## src/rtl/dcbma_pkg.sv

```systemverilog
// Package for the DC blocker built from cascaded moving averages.
// Holds register codes, fixed field widths and the controller/datapath interface types.
// No dependencies.
`timescale 1ns / 1ps

package dcbma_pkg;

   // Configuration register indexes and the width of the index field.
   localparam int CSR_INDEX_W = 2;
   localparam logic [CSR_INDEX_W-1:0] REG_FILTER_LENGTH = 2'd0;
   localparam logic [CSR_INDEX_W-1:0] REG_RECIP_LENGTH  = 2'd1;
   localparam logic [CSR_INDEX_W-1:0] REG_LONG_MODE     = 2'd2;

   // Register field widths and reset values.
   localparam int FILTER_LENGTH_W = 7;
   localparam int RECIP_W         = 18;
   localparam logic [FILTER_LENGTH_W-1:0] FILTER_LENGTH_RESET = 7'd32;
   localparam logic [RECIP_W-1:0]         RECIP_LENGTH_RESET  = 18'd4096;
   localparam int MIN_LENGTH = 2;

   // Arithmetic constants of one averaging stage.
   localparam int SUM_BITS  = 44;
   localparam int FRAC_BITS = 17;

   // Stage and line organisation.
   localparam int NUM_CHANNELS      = 2;
   localparam int NUM_STAGES        = 4;
   localparam int STAGE_W           = 2;
   localparam int LANES_PER_CHANNEL = NUM_STAGES + 1;
   localparam int MATCH_LANE        = NUM_STAGES;
   localparam logic [STAGE_W-1:0] STAGE_SHORT_TAP = 2'd1;
   localparam logic [STAGE_W-1:0] STAGE_LAST      = 2'd3;

   // Commands from the controller to the datapath.
   typedef struct packed {
      logic               clr_en;
      logic               start;
      logic               rd_en;
      logic               sum_en;
      logic               mlo_en;
      logic               mhi_en;
      logic               res_en;
      logic               fin_en;
      logic [STAGE_W-1:0] stage;
   } dcbma_cmd_type;

   // Status from the datapath to the controller.
   typedef struct packed {
      logic clear_last;
   } dcbma_sts_type;

endpackage

```

## src/rtl/dcbma_ctrl.sv

```systemverilog
// Controller of the DC blocker: sequences the clearing pass and the stage steps of each sample.
// Depends on dcbma_pkg.
`timescale 1ns / 1ps

module dcbma_ctrl
   import dcbma_pkg::*;
(
   input  logic          clock,
   input  logic          reset,
   input  logic          req_tvalid,
   output logic          req_tready,
   output logic          rsp_tvalid,
   input  logic          rsp_tready,
   input  dcbma_sts_type sts,
   output dcbma_cmd_type cmd
);

   typedef enum logic [7:0] {
      ST_CLEAR = 8'b0000_0001,
      ST_IDLE  = 8'b0000_0010,
      ST_READ  = 8'b0000_0100,
      ST_SUM   = 8'b0000_1000,
      ST_MLO   = 8'b0001_0000,
      ST_MHI   = 8'b0010_0000,
      ST_RES   = 8'b0100_0000,
      ST_FINAL = 8'b1000_0000
   } state_type;

   state_type          state_ff, state_in;
   logic [STAGE_W-1:0] stage_ff, stage_in;
   logic               rsp_valid_ff, rsp_valid_in;

   // Next state and command decode.
   always_comb begin
      state_in     = state_ff;
      stage_in     = stage_ff;
      cmd          = '0;
      cmd.stage    = stage_ff;
      req_tready   = 1'b0;
      case (state_ff)
         ST_CLEAR: begin
            cmd.clr_en = 1'b1;
            if (sts.clear_last) begin
               state_in = ST_IDLE;
            end
         end
         ST_IDLE: begin
            req_tready = 1'b1;
            if (req_tvalid) begin
               cmd.start = 1'b1;
               stage_in  = '0;
               state_in  = ST_READ;
            end
         end
         ST_READ: begin
            cmd.rd_en = 1'b1;
            state_in  = ST_SUM;
         end
         ST_SUM: begin
            cmd.sum_en = 1'b1;
            state_in   = ST_MLO;
         end
         ST_MLO: begin
            cmd.mlo_en = 1'b1;
            state_in   = ST_MHI;
         end
         ST_MHI: begin
            cmd.mhi_en = 1'b1;
            state_in   = ST_RES;
         end
         ST_RES: begin
            cmd.res_en = 1'b1;
            if (stage_ff == STAGE_LAST) begin
               state_in = ST_FINAL;
            end else begin
               stage_in = stage_ff + STAGE_W'(1);
               state_in = ST_SUM;
            end
         end
         ST_FINAL: begin
            // Finish only once the output register is free.
            if (!rsp_valid_ff || rsp_tready) begin
               cmd.fin_en = 1'b1;
               state_in   = ST_IDLE;
            end
         end
         default: begin
            state_in = ST_CLEAR;
         end
      endcase
   end

   // Output valid flag: set on finishing a sample, cleared when the transaction completes.
   always_comb begin
      if (cmd.fin_en) begin
         rsp_valid_in = 1'b1;
      end else if (rsp_tready) begin
         rsp_valid_in = 1'b0;
      end else begin
         rsp_valid_in = rsp_valid_ff;
      end
   end

   always_ff @(posedge clock) begin
      if (reset) begin
         state_ff     <= ST_CLEAR;
         stage_ff     <= '0;
         rsp_valid_ff <= 1'b0;
      end else begin
         state_ff     <= state_in;
         stage_ff     <= stage_in;
         rsp_valid_ff <= rsp_valid_in;
      end
   end

   assign rsp_tvalid = rsp_valid_ff;

endmodule

```

## config.mk

```make
export PLATFORM = sky130hd
export DESIGN_NAME = dcbma_ctrl
export DESIGN_NICKNAME = d
export VERILOG_FILES = /design/src/rtl/dcbma_pkg.sv /design/src/rtl/dcbma_ctrl.sv
export SDC_FILE = /design/constraint.sdc
export NUM_CORES = 1
export LEC_CHECK = 0
export BUFFER_PORTS_ARGS = -buffer_cell sky130_fd_sc_hd__buf_2
export CAP_MARGIN = 15
export CORE_MARGIN = 8
export CORE_UTILIZATION = 50
export DETAILED_ROUTE_END_ITERATION = 12
export PLACE_DENSITY = 0.75
export RECOVER_POWER = 100
export SYNTH_ARGS = -nofsm -noshare
export SYNTH_HDL_FRONTEND = slang
export SYNTH_SLANG_ARGS = --single-unit
```

## constraint.sdc

```tcl
create_clock -name clock -period 1.9 [get_ports clock]
set_input_delay 0.095 -clock clock [delete_from_list [all_inputs] [get_ports clock]]
set_output_delay 0.095 -clock clock [all_outputs]
set_load 0.05 [all_outputs]
```

==> results.sh <==
export IMPL_worstPathArrival_ps=1650
export IMPL_fillCellCount=129
export IMPL_fp_dieW_um=53.4
export IMPL_die_area_um2=2850
export IMPL_nets=107
export IMPL_dp_hpwl_um=1180
export IMPL_antenna_found_initial=0
export IMPL_fin_crit_sh_pct=92.0
export IMPL_relSlewSlack_pct=59.9
export IMPL_post_route_util_pct=61.7
export IMPL_dr_pass1_iters=2
export IMPL_grt_pass1_vias=588
export IMPL_clockBufferDepth=2
export IMPL_clkLatencyLatePin_ps=260
export IMPL_gr_total_overflow=0
export IMPL_hold_viol=0
export IMPL_io_buffers=16
export IMPL_regArea_um2=220
export IMPL_min_period_ps=1750
export IMPL_synthTopCellsByCount="dfxtp_1, nor2_1, nand2_1"
export IMPL_io_pins=17
export IMPL_vdd_drop_max_uv=313
export IMPL_cp_start_kind="flip-flop"
export IMPL_outcome="finished, final reports clean"
export IMPL_yosysSeqAreaShare_pct=31.5
export IMPL_worst_pin_slew_ps=604
export IMPL_tns_ps=0
export IMPL_worstSetupPathType="flip-flop to primary output"
export IMPL_leakage_nw=0.367
export IMPL_setup_viol=0
export IMPL_end_kind="primary output"
export IMPL_die_h_um=53.4
export IMPL_cts_sinks=11
export IMPL_start_util_pct=53.7
export IMPL_drv_slew=0
export IMPL_place_congestion=0.823
export IMPL_drt_iter0_markers=8
export IMPL_cap_violations=0
export IMPL_avgSynthCellArea_um2=8.31
export IMPL_path_clk_slew_ps=70
export IMPL_synth_largest_area_cell="dfxtp_1"
export IMPL_power_density_nw_per_um2=611
export IMPL_synth_nets=90
export IMPL_grt_max_degree=13
export IMPL_min_path_type="input port to flip-flop"
export IMPL_postRouteAntennaNets=0
export IMPL_ys_ff_latch=11
export IMPL_synth_area_leaders="dfxtp_1, nor4_4, nor2_1"
export IMPL_synth_edf_count=0
export IMPL_rsz0062_at_grt="no"
export IMPL_clock_root_buffer="clkbuf_4"
export IMPL_cts_tree="done"
export IMPL_design_area_um2=803
export IMPL_h_tree_depth=1
export IMPL_placedInstanceArea_um2=776
export IMPL_fin_skew_ps=1.21
export IMPL_drcViolationCount=0
export IMPL_crit_required_ps=1800
export IMPL_drive_gt1_share_pct=27.0
export IMPL_vias=625
export IMPL_cp_max_fo=8
export IMPL_yosysMostFrequentCell="dfxtp_1"
export IMPL_multi_input_area_um2=422
export IMPL_synth_top_area_share_pct=31.5
export IMPL_area_growth_pct=15.1
export IMPL_placementRows=13
export IMPL_wl_um=1500
export IMPL_routed_via_density=5.43
export IMPL_numCtsBuffers=3
export IMPL_grtUsageTotal_pct=10.9
export IMPL_core_area_um2=1300
export IMPL_synth_cells=84
export IMPL_yosysUniqueCellTypes=35
export IMPL_async_flop_share_pct=0
export IMPL_grt_pass1_wl_um=2460
export IMPL_ys_flop_type="dfxtp_1"
export IMPL_yosys_warnings=0
export IMPL_wl_per_cell_um=13.0
export IMPL_max_freq_ghz=0.572
export IMPL_mappedNetlistArea_um2=698
export IMPL_diodes=0
## report_power, final
| group | total [mW] | internal (mW) | switching, mW |
|---|---|---|---|
| Combinational | 0.0853 | 0.0349 | 0.0504 |
| Clock | 0.159 | 0.0810 | 0.0776 |
| Sequential | 0.247 | 0.235 | 0.0115 |
| Total | 0.490 | 0.351 | 0.139 |
## metal layers
layer | vias to the layer above | track usage, % | wire (um)
met5 | - | 0 | 0
met4 | 0 | 1.26 | 10
met3 | 2 | 3.64 | 68
met2 | 8 | 18.8 | 722
met1 | 291 | 13.2 | 699
li1 | 324 | - | -
## stage by stage
step | power, mW | setup slack, ps | std cells | hold slack (ps)
CTS | 0.489 | 63.1 | 114 | 137
detailed placement | 0.332 | 353 | 110 | 412
floorplan | 0.313 | 54.6 | 84 | 275
finish | 0.490 | 151 | 115 | 139
global route | 0.520 | 11.0 | 115 | 142
global placement | 0.331 | 370 | 110 | 406
## cell type report
class,instances,share of cell area (%)
inverter,6,2.80
multi-input combinational,61,52.5
timing repair buffer,18,11.7
sequential,11,27.4
clock buffer,4,3.27
tap,15,2.34
## repair_timing
action,4_1_cts,5_1_grt
resized for setup,0,1
buffers inserted,0,1
endpoints found under the setup margin,0,1
hold buffers,0,0
## worst max-delay path: stages (launching register included)
cell and delay (ps):
dfxtp_1 400, nor4_4 370, nand2_1 180, nor3b_2 200, clkbuf_4 250
## path summary, 6_finish.rpt
check / slack [ps] / depth (start not counted) / end / from
max: 150 / 4 / cmd[5] / state_ff[0]$_SDFFE_PP1P_
min: 140 / 2 / state_ff[3]$_SDFFE_PP0P_ / reset
max reg2reg: 370 / 5 / stage_ff[0]$_SDFFE_PP0P_ / state_ff[2]$_SDFFE_PP0P_
min reg2reg: 490 / 2 / stage_ff[1]$_SDFFE_PP0P_ / stage_ff[1]$_SDFFE_PP0P_
## flip-flops by register name (all words and copies together) (netlist names)
name,count
stage_ff,2
rsp_tvalid,1
state_ff,8
## cell usage in the layout (no fill, tap or decap), types with 2 or more instances in the layout
cell type	Yosys	layout
dfxtp_1	11	11
nor2_1	10	10
clkbuf_2	0	8
nand2_1	7	7
inv_1	6	6
nor2b_1	4	4
clkbuf_4	0	4
clkbuf_1	1	4
buf_2	2	4
nor3_1	4	3
nand2b_1	3	3
nor4_4	2	2
nor4b_1	2	2
o21ai_0	2	2
nor4_1	2	2
a21o_1	2	2
a21oi_1	2	2
nor3b_1	3	2
buf_4	2	2
## cell families (layout without fill, tap and decap cells)
group / after synthesis / count (layout) / synth area share, %
buffers and inverters: 12 / 28 / 8.96
flip-flops: 11 / 11 / 31.5
AO/OA/AOI/OAI: 12 / 12 / 13.1
adder cells (fa/ha/maj): 1 / 1 / 1.79
AND/OR/NAND/NOR: 47 / 47 / 43.4
XOR/XNOR: 1 / 1 / 1.25
No activity file was read; power rests on OpenSTA's default activity.
